[src/hw/rtl/dtc_pkg.sv]
`default_nettype none
package dtc_pkg;

   localparam int DTC_DEST_ENTRIES = 64;
   localparam int DTC_COUNT_WIDTH  = 32;

   localparam logic [7:0] PROTO_NUM_TCP  = 8'd6;
   localparam logic [7:0] PROTO_NUM_UDP  = 8'd17;
   localparam logic [7:0] PROTO_NUM_ICMP = 8'd1;

   localparam logic [1:0] CLASS_TCP   = 2'd0;
   localparam logic [1:0] CLASS_UDP   = 2'd1;
   localparam logic [1:0] CLASS_ICMP  = 2'd2;
   localparam logic [1:0] CLASS_OTHER = 2'd3;

   typedef struct packed {
      logic        valid;
      logic        stored;
      logic [5:0]  slot;
      logic [31:0] hits;
      logic [31:0] addr;
      logic [1:0]  cls;
      logic [31:0] class_hits;
      logic [31:0] packets;
      logic [31:0] bytes;
   } token_type;

endpackage
`default_nettype wire

[src/hw/rtl/dtc_stats.sv]
`default_nettype none
module dtc_stats
   import dtc_pkg::*;
#(
   parameter int COUNT_WIDTH = DTC_COUNT_WIDTH
) (
   input  wire logic        clock,
   input  wire logic        reset,
   input  wire logic        accept,
   input  wire logic [31:0] dest_addr,
   input  wire logic [7:0]  ip_protocol,
   input  wire logic [15:0] frame_len,
   output token_type        tok_out
);

   logic [COUNT_WIDTH-1:0] packets_ff, packets_in;
   logic [31:0]            bytes_ff, bytes_in;
   logic [COUNT_WIDTH-1:0] class_ff [4];
   logic [COUNT_WIDTH-1:0] class_sel_in;
   logic [1:0]             cls;
   token_type              tok_ff, tok_in;

   always_comb begin
      priority if (ip_protocol == PROTO_NUM_TCP) begin
         cls = CLASS_TCP;
      end else if (ip_protocol == PROTO_NUM_UDP) begin
         cls = CLASS_UDP;
      end else if (ip_protocol == PROTO_NUM_ICMP) begin
         cls = CLASS_ICMP;
      end else begin
         cls = CLASS_OTHER;
      end
   end

   always_comb begin
      packets_in   = (packets_ff == '1) ? packets_ff : COUNT_WIDTH'(packets_ff + 1'b1);
      bytes_in     = bytes_ff + 32'(frame_len);
      class_sel_in = (class_ff[cls] == '1) ? class_ff[cls]
                                           : COUNT_WIDTH'(class_ff[cls] + 1'b1);
      tok_in.valid      = accept;
      tok_in.stored     = 1'b0;
      tok_in.slot       = '0;
      tok_in.hits       = '0;
      tok_in.addr       = dest_addr;
      tok_in.cls        = cls;
      tok_in.class_hits = 32'(class_sel_in);
      tok_in.packets    = 32'(packets_in);
      tok_in.bytes      = bytes_in;
   end

   always_ff @(posedge clock) begin
      if (reset) begin
         packets_ff   <= '0;
         bytes_ff     <= '0;
         class_ff[0]  <= '0;
         class_ff[1]  <= '0;
         class_ff[2]  <= '0;
         class_ff[3]  <= '0;
         tok_ff.valid <= 1'b0;
      end else begin
         tok_ff <= tok_in;
         if (accept) begin
            packets_ff    <= packets_in;
            bytes_ff      <= bytes_in;
            class_ff[cls] <= class_sel_in;
         end
      end
   end

   assign tok_out = tok_ff;

endmodule
`default_nettype wire

[config.mk]
export PLATFORM = sky130hd
export DESIGN_NAME = dtc_stats
export DESIGN_NICKNAME = d
export VERILOG_FILES = /design/src/hw/rtl/dtc_pkg.sv /design/src/hw/rtl/dtc_stats.sv
export SDC_FILE = /design/constraint.sdc
export NUM_CORES = 1
export LEC_CHECK = 0
export BUFFER_PORTS_ARGS = -buffer_cell sky130_fd_sc_hd__buf_4
export CAP_MARGIN = 20
export CORE_AREA = 10 10 280 202
export DETAILED_ROUTE_END_ITERATION = 8
export DIE_AREA = 0 0 290 212
export SLEW_MARGIN = 5
export SYNTH_ARGS = -nofsm -noshare
export SYNTH_HDL_FRONTEND = slang
export SYNTH_SLANG_ARGS = --single-unit
export TNS_END_PERCENT = 50
[constraint.sdc]
create_clock -name clock -period 9 [get_ports clock]
set_clock_uncertainty 0.05 [all_clocks]
set_input_delay 2.7 -clock clock [delete_from_list [all_inputs] [get_ports clock]]
set_output_delay 2.7 -clock clock [all_outputs]
set_load 0.005 [all_outputs]
==> results.rst, run 1 <==
.. list-table::
   :header-rows: 1

   * - Metric
     - Value
   * - Post-synth design cell area
     - between 15000 and 20000 um2
   * - Die H
     - about 210 um
   * - Worst setup slack after layout
     - 2400 ps
   * - Commonest non-fill, non-tap cells in the layout
     - 258 x sky130_fd_sc_hd__edfxtp_1, 242 x sky130_fd_sc_hd__nor2_1, 205 x sky130_fd_sc_hd__buf_4, 123 x sky130_fd_sc_hd__nand2_1, 65 x sky130_fd_sc_hd__dfxtp_1
   * - Global-route wire length before repair
     - 63300 um
   * - Total Wirelength
     - between 40000 and 50000 um
   * - Total area of multi-input combinational cells
     - about 5600 um2
   * - Setup repair after global routing missed its margin
     - no
   * - CTS HTree Levels
     - 2
   * - Placed cell count
     - about 2200
   * - Via count of the routed design
     - 10900
   * - Initial standard-cell utilization of the core
     - 0.296
   * - Sequential element share of the synthesized area
     - 0.596
   * - Gp weighted congestion
     - around 0.84
   * - Sum of negative setup slack
     - 0 ps
   * - # resized after CTS
     - 0
   * - DRC marker count from the first detailed-route iteration
     - a little over 900
   * - Post-route worst hold slack
     - ~440 ps
   * - Clock period minus final worst setup slack
     - 6600 ps
   * - Count of cell types in the netlist
     - between 80 and 90
   * - Number of input and output port buffers inserted
     - around 190
   * - Count of final hold-check violations
     - 0
   * - # hold bufs at CTS
     - 0
   * - Via-per-instance ratio
     - around 4.8
   * - Most frequently used flop master after synthesis
     - sky130_fd_sc_hd__edfxtp_1
   * - DR pass1 iterations
     - 5
   * - Number of fill cells
     - 5136
   * - Number of cell rows
     - 70
   * - Worst min path class
     - reg -> reg
   * - GR Overflow Total
     - 0
   * - Initial antenna violation count
     - 0
   * - Cts bufs inserted
     - 37
   * - Most frequent standard cell in the layout excluding fill and tap cells
     - sky130_fd_sc_hd__edfxtp_1
   * - CP Class
     - in -> reg
   * - Worst Max-Slew Pin Slew
     - around 1000 ps
   * - Combined buffer and inverter count along the critical path
     - 5
   * - Fraction of final layout cells with drive strength greater than 1
     - 0.188
   * - Area of the placeable core
     - 51300 um2
   * - Number of max-cap violations
     - 0
   * - HPWL after detailed placement
     - about 28000 um
   * - CTS tree
     - yes
   * - Dominant delay contributor by cell family on the critical path
     - simple AND/OR/NAND/NOR gates
   * - Stages on worst setup path
     - 14
   * - Synth-to-Final Area Change
     - 21.0%
   * - Number of flops mapped to enable cells by yosys
     - between 200 and 300
   * - Max stage delay cell, worst path
     - sky130_fd_sc_hd__or4_1
   * - Ordered cell list for the critical path
     - buf_4 > or4_1 > a211oi_4 > buf_4 > inv_1 > buf_4 > mux2i_1 > mux2i_1 > nand4_1 > nor4_2 > buf_4 > nor2b_1 > o22ai_1 > nor2_1
   * - Part of the cycle the worst path needs
     - 0.733
   * - Maximum number of pins on one net before global-route repair
     - 96
   * - Net count of the finished layout
     - about 1600
   * - Top area cells in the synthesized netlist
     - sky130_fd_sc_hd__edfxtp_1 51%, sky130_fd_sc_hd__dfxtp_1 8.6%, sky130_fd_sc_hd__nor2_1 6.0%
   * - Buffer depth of the longest clock path
     - 3
   * - Signal arrival time at the worst endpoint
     - between 6000 and 7000 ps
   * - Gr usage total
     - 0.128
   * - Cell type with the highest occurrence count on the critical path
     - sky130_fd_sc_hd__buf_4
   * - Number of standard cells after synthesis
     - 1366
   * - Longest individual stage delay on the worst path
     - slightly above 700 ps
   * - Dominant cell type by area after synthesis
     - sky130_fd_sc_hd__edfxtp_1
   * - Total number of yosys warnings
     - 0
   * - Mapped Avg Cell Area
     - 11.1 um2
   * - Total setup buffers inserted after CTS
     - 0
   * - Setup Viol. Count Final
     - 0
   * - Clock insertion delay at the later pin of the skew report
     - approximately 560 ps
   * - Peak clock frequency supported by timing
     - roughly 150 MHz
   * - Post-detailed-route DRC marker count
     - 0
   * - PD cells
     - 196 nW/um2
   * - Horizontal die dimension
     - around 290 um
   * - Startpoint type of the worst setup path
     - primary input
   * - Sequential Area
     - between 9000 and 10000 um2
   * - Synth top area share
     - 0.510
   * - Remaining number of nets flagged by the antenna check after routing
     - 0
   * - Clock transition at path regs
     - 60 ps
   * - IR drop worst, VDD
     - between 0.1 and 0.15 mV
   * - Root buffer cell
     - sky130_fd_sc_hd__clkbuf_16
   * - Number of standard cells in the layout, taps in and fillers out
     - between 2000 and 2500
   * - Type of destination of the critical path
     - register
   * - Required @ worst endpoint
     - about 9200 ps
   * - Maximum fanout encountered on the critical timing path
     - 35
   * - Worst max-slew margin expressed relative to the limit
     - 0.318
   * - Number of global-route vias before repair
     - ~11000
   * - Leakage power of the design
     - just over 7 nW
   * - Wire length per cell
     - 18.2 um
   * - Worst Hold Path Cells
     - 2
   * - Number of clock sinks
     - about 320
   * - I/O pin count
     - approximately 230
   * - Depth of the most critical reg-to-reg path
     - 10
   * - Result of the run
     - complete, no violations
   * - Post-Place Worst Slack
     - between 1500 and 2000 ps
   * - Max-slew violation total from the final report
     - 0
   * - Synthesis-stage register bit count
     - 323
   * - Die outline area
     - 61500 um2
   * - Ant. Diodes
     - 0
   * - Post-synth ARST share
     - 0
worst register-to-register path, cell delays in order (launching register included):
cell and delay [ps]:
sky130_fd_sc_hd__edfxtp_1 380, sky130_fd_sc_hd__nand2_1 80, sky130_fd_sc_hd__a211oi_1 250, sky130_fd_sc_hd__a311oi_1 90, sky130_fd_sc_hd__a311o_1 430, sky130_fd_sc_hd__or4_1 760, sky130_fd_sc_hd__nor4_2 650, sky130_fd_sc_hd__buf_4 290
sky130_fd_sc_hd__nor2b_1 130, sky130_fd_sc_hd__o22ai_1 350, sky130_fd_sc_hd__nor2_1 100
path summary, 6_finish.rpt:
| path | endpoint | slack, ps | start |
|---|---|---|---|
| max | class_ff[0][1]$_SDFFCE_PN0P_ | 2400 | ip_protocol[3] |
| max reg2reg | class_ff[0][1]$_SDFFCE_PN0P_ | 5190 | class_ff[0][1]$_SDFFCE_PN0P_ |
| min reg2reg | packets_ff[23]$_SDFFE_PP0P_ | 440 | packets_ff[23]$_SDFFE_PP0P_ |
| min | packets_ff[23]$_SDFFE_PP0P_ | 440 | packets_ff[23]$_SDFFE_PP0P_ |
kinds of logic (layout without fill, tap and decap cells):
group / after synthesis / count (layout) / share of synthesized area
simple gates: 567 / 567 / 0.176
flops: 323 / 323 / 0.596
buf+inv: 151 / 323 / 0.0484
compound gates: 147 / 147 / 0.0664
xor+xnor: 112 / 112 / 0.0655
mux: 47 / 47 / 0.0329
fa+ha+maj: 18 / 18 / 0.0153
other cells: 1 / 39 / 0.000247
through the flow:
step	utilization	total power, W	instance area, um2
floorplan	-	0.00199	15300
global placement	0.335	0.00215	17200
detailed placement	0.335	0.00215	17200
CTS	0.358	0.00365	18400
global route	0.358	0.00375	18400
finish	0.358	0.00360	18400
synth_stat cells, types with 24 or more instances:
cell / count
sky130_fd_sc_hd__edfxtp_1: 258
sky130_fd_sc_hd__nor2_1: 242
sky130_fd_sc_hd__nand3_1: 56
sky130_fd_sc_hd__o21ai_0: 25
sky130_fd_sc_hd__nor3_1: 24
sky130_fd_sc_hd__clkbuf_1: 46
sky130_fd_sc_hd__xor2_1: 60
sky130_fd_sc_hd__inv_1: 48
sky130_fd_sc_hd__a21oi_1: 38
sky130_fd_sc_hd__mux2i_1: 41
sky130_fd_sc_hd__nand4_1: 28
sky130_fd_sc_hd__nand2_1: 124
sky130_fd_sc_hd__dfxtp_1: 65
sky130_fd_sc_hd__xnor2_1: 50
sky130_fd_sc_hd__buf_4: 40
cell type report:
| class | instances | share of cell area |
|---|---|---|
| multi-input cells | 930 | 0.303 |
| flip-flops and latches | 323 | 0.492 |
| clock buffers | 47 | 0.0546 |
| inverters | 51 | 0.0107 |
| clock inverters | 20 | 0.00925 |
| well taps | 684 | 0.0465 |
| repair buffers | 205 | 0.0837 |
where the power goes:
part           total (W)  switching [W]  leakage [nW]  internal [W]
Clock            0.00148       0.000645         0.578      0.000832
Combinational   0.000370       0.000213          3.48      0.000157
Sequential       0.00175      0.0000403          3.20       0.00171
routing by layer:
layer,GRT usage,up-vias,routed length (um)
met5,0,-,0
met4,0.0298,0,673
met3,0.0440,58,3780
met2,0.196,367,18400
met1,0.173,5319,18400
li1,-,5144,-
registers in the layout, indices dropped and copies added (netlist names):
name        flops
bytes_ff       32
class_ff      128
tok_out       131
packets_ff     32
Power figures use the tool's default switching activity.
==> run 2, diff against run 1 <==
ABC_AREA = 1   (was not set)
CORE_AREA = 10 10 296 213   (was 10 10 280 202)
DIE_AREA = 0 0 306 223   (was 0 0 290 212)
clock period = 5.6 ns   (was 9 ns; I/O delays follow)
==> run 2 against run 1 <==
Compared with the run above: non-clock buffer count rose by 12; clock power rose by 63%; power rose by 64%; critical path type unchanged; area after synthesis rose by 12%.
==> results.rst, run 2 <==
.. list-table::
   :header-rows: 1

   * - Metric
     - Value
   * - CTS tree
     - yes (unchanged)
   * - Area of the placeable core
     - 57500 um2 (was 51300 um2)
   * - Top area cells in the synthesized netlist
     - sky130_fd_sc_hd__edfxtp_1 45%, sky130_fd_sc_hd__nand2_1 12%, sky130_fd_sc_hd__nand3_1 7.9% (was sky130_fd_sc_hd__edfxtp_1 51%, sky130_fd_sc_hd__dfxtp_1 8.6%, sky130_fd_sc_hd__nor2_1 6.0%)
   * - Max reg flops
     - 131 (unchanged)
   * - Total area of multi-input combinational cells
     - 6290 um2 (was 5580 um2)
   * - Startpoint type of the worst setup path
     - primary input (unchanged)
   * - Crit. Startpoint
     - ip_protocol[3] (unchanged)
   * - Clock insertion delay at the later pin of the skew report
     - 530 ps (was 560 ps)
   * - Post-synth design cell area
     - 17000 um2 (was 15200 um2)
   * - Post-Place Worst Slack
     - 846 ps (was 1870 ps)
   * - Setup repair after global routing missed its margin
     - no (unchanged)
   * - Number of global-route vias before repair
     - 13100 (was 10600)
   * - Count of cell types in the netlist
     - 44 (was 85)
   * - PD cells
     - 291 nW/um2 (was 196 nW/um2)
   * - Synthesis-stage register bit count
     - 323 (unchanged)
   * - Mapped Avg Cell Area
     - 8.45 um2 (was 11.1 um2)
   * - Sum of negative setup slack
     - 0 ps (unchanged)
   * - Reg-to-reg critical path startpoint
     - packets_ff[0]$_SDFFE_PP0P_ (was class_ff[0][1]$_SDFFCE_PN0P_)
   * - Number of max-cap violations
     - 0 (unchanged)
   * - Worst max-slew margin expressed relative to the limit
     - 0.367 (was 0.318)
   * - Type of destination of the critical path
     - register (unchanged)
   * - GR Overflow Total
     - 0 (unchanged)
   * - Die H
     - 223 um (was 212 um)
   * - Remaining number of nets flagged by the antenna check after routing
     - 0 (unchanged)
   * - Total number of yosys warnings
     - 0 (unchanged)
   * - Peak clock frequency supported by timing
     - between 200 and 250 MHz
   * - Via count of the routed design
     - 13900 (was 10900)
   * - Ranking of synthesized cells by instance count
     - 532 x sky130_fd_sc_hd__nand2_1, 290 x sky130_fd_sc_hd__inv_1, 270 x sky130_fd_sc_hd__nand3_1 (was 258 x sky130_fd_sc_hd__edfxtp_1, 242 x sky130_fd_sc_hd__nor2_1, 124 x sky130_fd_sc_hd__nand2_1)
   * - Clock period minus final worst setup slack
     - roughly 4300 ps
   * - Number of standard cells after synthesis
     - 2017 (was 1366)
   * - Wire length per cell
     - 17.7 um (was 18.2 um)
   * - Global-route wire length before repair
     - 79900 um (was 63300 um)
   * - Net count of the finished layout
     - 2274 (was 1625)
   * - Number of cell rows
     - 74 (was 70)
   * - # resized after CTS
     - 0 (unchanged)
   * - Worst setup slack after layout
     - 1290 ps (was 2400 ps)
   * - Ant. Diodes
     - 0 (unchanged)
   * - DR pass1 iterations
     - 5 (unchanged)
   * - IR drop worst, VDD
     - 0.160 mV (was 0.145 mV)
   * - Most frequent standard cell in the layout excluding fill and tap cells
     - sky130_fd_sc_hd__nand2_1 (was sky130_fd_sc_hd__edfxtp_1)
   * - CTS HTree Levels
     - 2 (unchanged)
   * - Synth-to-Final Area Change
     - 19.2% (was 21.0%)
   * - Cts bufs inserted
     - 36 (was 37)
   * - Most frequent cell after synthesis
     - sky130_fd_sc_hd__nand2_1 (was sky130_fd_sc_hd__edfxtp_1)
   * - Initial antenna violation count
     - 0 (unchanged)
   * - Max-slew violation total from the final report
     - 0 (unchanged)
   * - Post-detailed-route DRC marker count
     - 0 (unchanged)
   * - Gp weighted congestion
     - 0.908 (was 0.841)
   * - Count of final hold-check violations
     - 0 (unchanged)
   * - Startpoint of the lowest-slack hold path
     - bytes_ff[15]$_SDFFE_PP0P_ (was packets_ff[23]$_SDFFE_PP0P_)
   * - Clock transition at path regs
     - 70 ps (was 60 ps)
   * - Maximum fanout encountered on the critical timing path
     - 107 (was 35)
   * - Signal arrival time at the worst endpoint
     - 4540 ps (was 6830 ps)
   * - Die outline area
     - 68200 um2 (was 61500 um2)
   * - Part of the cycle the worst path needs
     - 0.770
   * - Sequential element share of the synthesized area
     - 0.531 (was 0.596)
   * - Initial standard-cell utilization of the core
     - 0.296 (about the same)
   * - I/O pin count
     - 229 (unchanged)
   * - Fraction of final layout cells with drive strength greater than 1
     - 0.151 (was 0.188)
   * - Gr usage total
     - 0.149 (was 0.128)
   * - HPWL after detailed placement
     - 37700 um (was 27700 um)
   * - Worst Max-Slew Pin Slew
     - 950 ps (was 1020 ps)
   * - Commonest non-fill, non-tap cells in the layout
     - 531 x sky130_fd_sc_hd__nand2_1, 289 x sky130_fd_sc_hd__inv_1, 270 x sky130_fd_sc_hd__nand3_1, 258 x sky130_fd_sc_hd__edfxtp_1, 212 x sky130_fd_sc_hd__buf_4 (was 258 x sky130_fd_sc_hd__edfxtp_1, 242 x sky130_fd_sc_hd__nor2_1, 205 x sky130_fd_sc_hd__buf_4, 123 x sky130_fd_sc_hd__nand2_1, 65 x sky130_fd_sc_hd__dfxtp_1)
   * - CP Class
     - in -> reg (unchanged)
   * - Buffer depth of the longest clock path
     - 3 (unchanged)
   * - Number of input and output port buffers inserted
     - 189 (unchanged)
   * - Synth top area share
     - 0.455 (was 0.510)
   * - Total Wirelength
     - 52700 um (was 41200 um)
   * - # hold bufs at CTS
     - 0 (unchanged)
   * - Number of fill cells
     - 5836 (was 5136)
   * - DRC marker count from the first detailed-route iteration
     - 1485 (was 933)
   * - Total setup buffers inserted after CTS
     - 0 (unchanged)
   * - Leakage power of the design
     - 9.07 nW (was 7.25 nW)
   * - Worst min path class
     - reg -> reg (unchanged)
   * - Required @ worst endpoint
     - 5830 ps (was 9240 ps)
   * - Result of the run
     - complete, no violations (unchanged)
   * - Most frequently used flop master after synthesis
     - sky130_fd_sc_hd__edfxtp_1 (unchanged)
   * - Dominant cell type by area after synthesis
     - sky130_fd_sc_hd__edfxtp_1 (unchanged)
   * - Number of clock sinks
     - 323 (unchanged)
   * - Root buffer cell
     - sky130_fd_sc_hd__clkbuf_16 (unchanged)
   * - Setup Viol. Count Final
     - 0 (unchanged)
   * - Via-per-instance ratio
     - 4.65 (was 4.82)
   * - Number of flops mapped to enable cells by yosys
     - 258 (unchanged)
   * - Maximum number of pins on one net before global-route repair
     - 108 (was 96)
   * - Sequential Area
     - 9050 um2 (unchanged)
   * - Post-synth ARST share
     - 0 (unchanged)
   * - Horizontal die dimension
     - 306 um (was 290 um)
## run 2: cell types whose count changed after synthesis, sizes merged, moves of 41 or more
cell   previous run  this run
inv              49       305
mux2i            41         0
nand2           124       543
nand3            56       290
nor2            243       196
xnor2            51         9
## run 2: metrics by stage
step / utilization / hold WS [ps] / power [W] / cells / area (um2)
global placement: 0.332 / 394 / 0.00354 / 2918 / 19100
detailed placement: 0.332 / 395 / 0.00355 / 2918 / 19100
CTS: 0.353 / 409 / 0.00598 / 2981 / 20300
finish: 0.353 / 409 / 0.00592 / 2982 / 20300
floorplan: - / 380 / 0.00324 / 2055 / 17200
global route: 0.353 / 441 / 0.00615 / 2982 / 20300
## run 2: worst max-delay path: stages
cell and delay (ps):
sky130_fd_sc_hd__buf_4 120, sky130_fd_sc_hd__nor2_1 160, sky130_fd_sc_hd__nand2_1 130, sky130_fd_sc_hd__nand2_4 120, sky130_fd_sc_hd__buf_12 370, sky130_fd_sc_hd__nand3_1 120
sky130_fd_sc_hd__nand3_1 130, sky130_fd_sc_hd__nand2_1 100, sky130_fd_sc_hd__nor2_2 310, sky130_fd_sc_hd__nand3_1 430, sky130_fd_sc_hd__nor2_1 390, sky130_fd_sc_hd__nand2_1 90
sky130_fd_sc_hd__nand2_1 80, sky130_fd_sc_hd__nand3_2 120, sky130_fd_sc_hd__nand2_1 90, sky130_fd_sc_hd__inv_1 50
## run 2: power breakdown
part | internal (W) | switching [W] | leakage (nW) | total, W
combinational | 0.000256 | 0.000436 | 5.32 | 0.000692
clock | 0.00141 | 0.00100 | 0.565 | 0.00241
sequential | 0.00275 | 0.0000614 | 3.18 | 0.00281
## run 2: cell type report
| class | instances | share of cell area |
|---|---|---|
| clock inverters | 13 | 0.00776 |
| well taps | 760 | 0.0468 |
| flip-flops and latches | 323 | 0.445 |
| repair buffers | 217 | 0.0836 |
| multi-input cells | 1313 | 0.310 |
| inverters | 306 | 0.0567 |
| clock buffers | 50 | 0.0499 |
## run 2: final timing paths
path,endpoint,slack [ps],cells past startpoint
max reg2reg,tok_out[33]$_DFFE_PN_,2350,9
min reg2reg,bytes_ff[15]$_SDFFE_PP0P_,410,2
max,class_ff[2][30]$_SDFFCE_PN0P_,1290,16
min,bytes_ff[15]$_SDFFE_PP0P_,410,2
## run 2: kinds of logic after synthesis
| family | after synthesis | share of synthesized area |
|---|---|---|
| AND/OR/NAND/NOR | 1103 | 0.287 |
| buffers and inverters | 419 | 0.109 |
| flip-flops | 323 | 0.531 |
| AO/OA/AOI/OAI | 105 | 0.0348 |
| XOR/XNOR | 48 | 0.0247 |
| adder cells (fa/ha/maj) | 18 | 0.0137 |
| other | 1 | 0.000220 |
## run 2: per-layer routing
metal  share of wire  up-vias  track usage
met4           0.014        0       0.0259
met5               0        -            0
met2            0.44      470        0.231
met3           0.083       54       0.0337
li1                -     6796            -
met1            0.46     6534        0.210
==> run 3, diff against run 2 <==
clock period = 3.5 ns   (was 5.6 ns; I/O delays follow)
==> run 3 against run 2 <==
Compared with the run above: combinational power is 75% higher; critical path depth is 1 higher; power is 63% higher; worst setup slack worse by 1000 ps; clock power is 63% higher; count of clock-buffer cells in the layout is 8 lower; global-route usage is 0.15 points lower; register-to-register slack worse by 1500 ps; hold slack better by 2.9 ps; largest cell class unchanged; highest routed layer unchanged.
==> results.rst, run 3 (synthesized netlist as in run 2, its figures left out) <==
.. list-table::
   :header-rows: 1

   * - Metric
     - Value
   * - Leakage power of the design
     - 9.79 nW (was 9.07 nW)
   * - Type of destination of the critical path
     - register (unchanged)
   * - HPWL after detailed placement
     - 38300 um (was 37700 um)
   * - Wire length per cell
     - 16.7 um (was 17.7 um)
   * - Worst Hold Path Cells
     - 2 (unchanged)
   * - Peak clock frequency supported by timing
     - roughly 300 MHz
   * - # hold bufs at CTS
     - 0 (unchanged)
   * - Remaining number of nets flagged by the antenna check after routing
     - 0 (unchanged)
   * - Number of input and output port buffers inserted
     - 189 (unchanged)
   * - Initial standard-cell utilization of the core
     - 0.296 (unchanged)
   * - Cts bufs inserted
     - 35 (was 36)
   * - Post-layout instance area
     - 21500 um2 (was 20300 um2)
   * - Via-per-instance ratio
     - 4.62 (was 4.65)
   * - Post-route worst hold slack
     - 411 ps (was 409 ps)
   * - Required @ worst endpoint
     - 3700 ps (was 5830 ps)
   * - # resized after CTS
     - 0 (unchanged)
   * - Count of final hold-check violations
     - 0 (unchanged)
   * - Max reg flops
     - 131 (unchanged)
   * - Fraction of final layout cells with drive strength greater than 1
     - 0.198 (was 0.151)
   * - Worst max-slew margin expressed relative to the limit
     - 0.328 (was 0.367)
   * - Worst min path class
     - reg -> reg (unchanged)
   * - Maximum fanout encountered on the critical timing path
     - 26 (was 107)
   * - DR pass1 iterations
     - 5 (unchanged)
   * - Root buffer cell
     - sky130_fd_sc_hd__clkbuf_16 (unchanged)
   * - Number of global-route vias before repair
     - 14100 (was 13100)
   * - GR Overflow Total
     - 0 (unchanged)
   * - Gp weighted congestion
     - 0.933 (was 0.908)
   * - Commonest non-fill, non-tap cells in the layout
     - 531 x sky130_fd_sc_hd__nand2_1, 327 x sky130_fd_sc_hd__buf_4, 289 x sky130_fd_sc_hd__inv_1, 270 x sky130_fd_sc_hd__nand3_1, 258 x sky130_fd_sc_hd__edfxtp_1 (was 531 x sky130_fd_sc_hd__nand2_1, 289 x sky130_fd_sc_hd__inv_1, 270 x sky130_fd_sc_hd__nand3_1, 258 x sky130_fd_sc_hd__edfxtp_1, 212 x sky130_fd_sc_hd__buf_4)
   * - Endpoint of the worst hold path
     - bytes_ff[15]$_SDFFE_PP0P_ (unchanged)
   * - Total Wirelength
     - 52100 um (was 52700 um)
   * - Reg-to-reg critical path startpoint
     - packets_ff[5]$_SDFFE_PP0P_ (was packets_ff[0]$_SDFFE_PP0P_)
   * - Sum of negative setup slack
     - 0 ps (unchanged)
   * - Startpoint type of the worst setup path
     - primary input (unchanged)
   * - Initial antenna violation count
     - 0 (unchanged)
   * - Total setup buffers inserted after CTS
     - 0 (unchanged)
   * - Part of the cycle the worst path needs
     - 0.925
   * - Post-detailed-route DRC marker count
     - 0 (unchanged)
   * - Gr usage total
     - 0.147 (was 0.149)
   * - Number of clock sinks
     - 323 (unchanged)
   * - DRC marker count from the first detailed-route iteration
     - 1450 (was 1485)
   * - Maximum number of pins on one net before global-route repair
     - 70 (was 108)
   * - Horizontal die dimension
     - 306 um (unchanged)
   * - Most frequent standard cell in the layout excluding fill and tap cells
     - sky130_fd_sc_hd__nand2_1 (unchanged)
   * - Die outline area
     - 68200 um2 (unchanged)
   * - Worst Max-Slew Pin Slew
     - 1010 ps (was 950 ps)
   * - Number of max-cap violations
     - 0 (unchanged)
   * - Clock transition at path regs
     - 70 ps (about the same)
   * - Die H
     - 223 um (unchanged)
   * - PD cells
     - 449 nW/um2 (was 291 nW/um2)
   * - Global-route wire length before repair
     - 80600 um (was 79900 um)
   * - Setup repair after global routing missed its margin
     - no (unchanged)
   * - CTS tree
     - yes (unchanged)
   * - Via count of the routed design
     - 14400 (was 13900)
   * - Post-Place Worst Slack
     - -230 ps (was 846 ps)
   * - Depth of the most critical reg-to-reg path
     - 12 (was 9)
   * - Ant. Diodes
     - 0 (unchanged)
   * - Clock insertion delay at the later pin of the skew report
     - 530 ps (about the same)
   * - Worst reg2reg path endpoint
     - tok_out[41]$_DFFE_PN_ (was tok_out[33]$_DFFE_PN_)
   * - Flop2flop setup slack
     - 820 ps (was 2350 ps)
   * - Startpoint of the lowest-slack hold path
     - bytes_ff[15]$_SDFFE_PP0P_ (unchanged)
   * - Clock period minus final worst setup slack
     - about 3200 ps
   * - I/O pin count
     - 229 (unchanged)
   * - Synth-to-Final Area Change
     - 26.0% (was 19.2%)
   * - Area of the placeable core
     - 57500 um2 (unchanged)
   * - Area after detailed placement
     - 20300 um2 (was 19100 um2)
   * - IR drop worst, VDD
     - 0.275 mV (was 0.160 mV)
   * - Number of cell rows
     - 74 (unchanged)
   * - Setup Viol. Count Final
     - 0 (unchanged)
   * - Max-slew violation total from the final report
     - 0 (unchanged)
   * - Signal arrival time at the worst endpoint
     - 3440 ps (was 4540 ps)
   * - Result of the run
     - complete, no violations (unchanged)
   * - Net count of the finished layout
     - 2401 (was 2274)
   * - CP Class
     - in -> reg (unchanged)
   * - Post-layout power
     - 0.00964 W (was 0.00592 W)
   * - Buffer depth of the longest clock path
     - 3 (unchanged)
   * - Worst setup slack after layout
     - 262 ps (was 1290 ps)
   * - CTS HTree Levels
     - 2 (unchanged)
==> run 3: cell count changes in the layout (fill, tap and decap cells not counted), sizes merged <==
cell / before / now
clkinvlp: 4 / 2
clkbuf: 50 / 42
clkinv: 6 / 10
buf: 217 / 345
bufinv: 3 / 6
inv: 306 / 308
==> run 3: worst max-delay path, cell delays in order <==
cell	delay (ps)
sky130_fd_sc_hd__buf_4	120
sky130_fd_sc_hd__nor2_1	130
sky130_fd_sc_hd__nand2_1	120
sky130_fd_sc_hd__nand2_4	130
sky130_fd_sc_hd__buf_4	300
sky130_fd_sc_hd__buf_4	270
sky130_fd_sc_hd__nand3b_1	120
sky130_fd_sc_hd__nand3_1	100
sky130_fd_sc_hd__nand2_1	90
sky130_fd_sc_hd__nand2_1	80
sky130_fd_sc_hd__nor2_1	50
sky130_fd_sc_hd__nand2_1	110
sky130_fd_sc_hd__inv_2	60
sky130_fd_sc_hd__nand3_4	110
sky130_fd_sc_hd__inv_2	120
sky130_fd_sc_hd__nor2_1	340
sky130_fd_sc_hd__inv_1	120
==> run 3: worst max path at each step <==
stage | slack (ps) | endpoint | cells after the start | from
2_1_floorplan | -990 | class_ff[0][0]$_SDFFCE_PN0P_ | 2 | reset
3_3_place_gp | -190 | class_ff[3][25]$_DFFE_PP_ | 18 | ip_protocol[3]
3_5_place_dp | -230 | tok_out[68]$_DFFE_PN_ | 17 | ip_protocol[0]
4_1_cts | 310 | tok_out[68]$_DFFE_PN_ | 17 | ip_protocol[0]
5_1_grt | 60 | tok_out[68]$_DFFE_PN_ | 17 | ip_protocol[3]
6_report | 260 | tok_out[68]$_DFFE_PN_ | 17 | ip_protocol[0]
==> run 3: metrics by stage <==
step | util | instances
3_3_place_gp | 0.352 | 3047
4_1_cts | 0.373 | 3109
2_1_floorplan | - | 2055
5_1_grt | 0.373 | 3109
3_5_place_dp | 0.352 | 3047
6_report | 0.373 | 3109
==> run 3: final cells by class <==
class / instances / area [um2]
repair buffers: 345 / 2820
multi-input cells: 1313 / 6300
inverters: 306 / 1150
fillers: 5809 / 36000
well taps: 760 / 951
flip-flops and latches: 323 / 9050
clock buffers: 42 / 932
clock inverters: 20 / 269
==> run 3: where the power goes <==
group	switching (W)	internal [W]
sequential	0.0000970	0.00440
combinational	0.000716	0.000493
clock	0.00157	0.00236
total	0.00239	0.00725
==> run 3: per-layer routing <==
| metal | global-route usage | vias up | part of all wire |
|---|---|---|---|
| met3 | 0.0286 | 57 | 0.066 |
| met1 | 0.208 | 6846 | 0.47 |
| met5 | 0 | - | 0 |
| met2 | 0.231 | 408 | 0.45 |
| met4 | 0.0295 | 0 | 0.016 |
| li1 | - | 7057 | - |
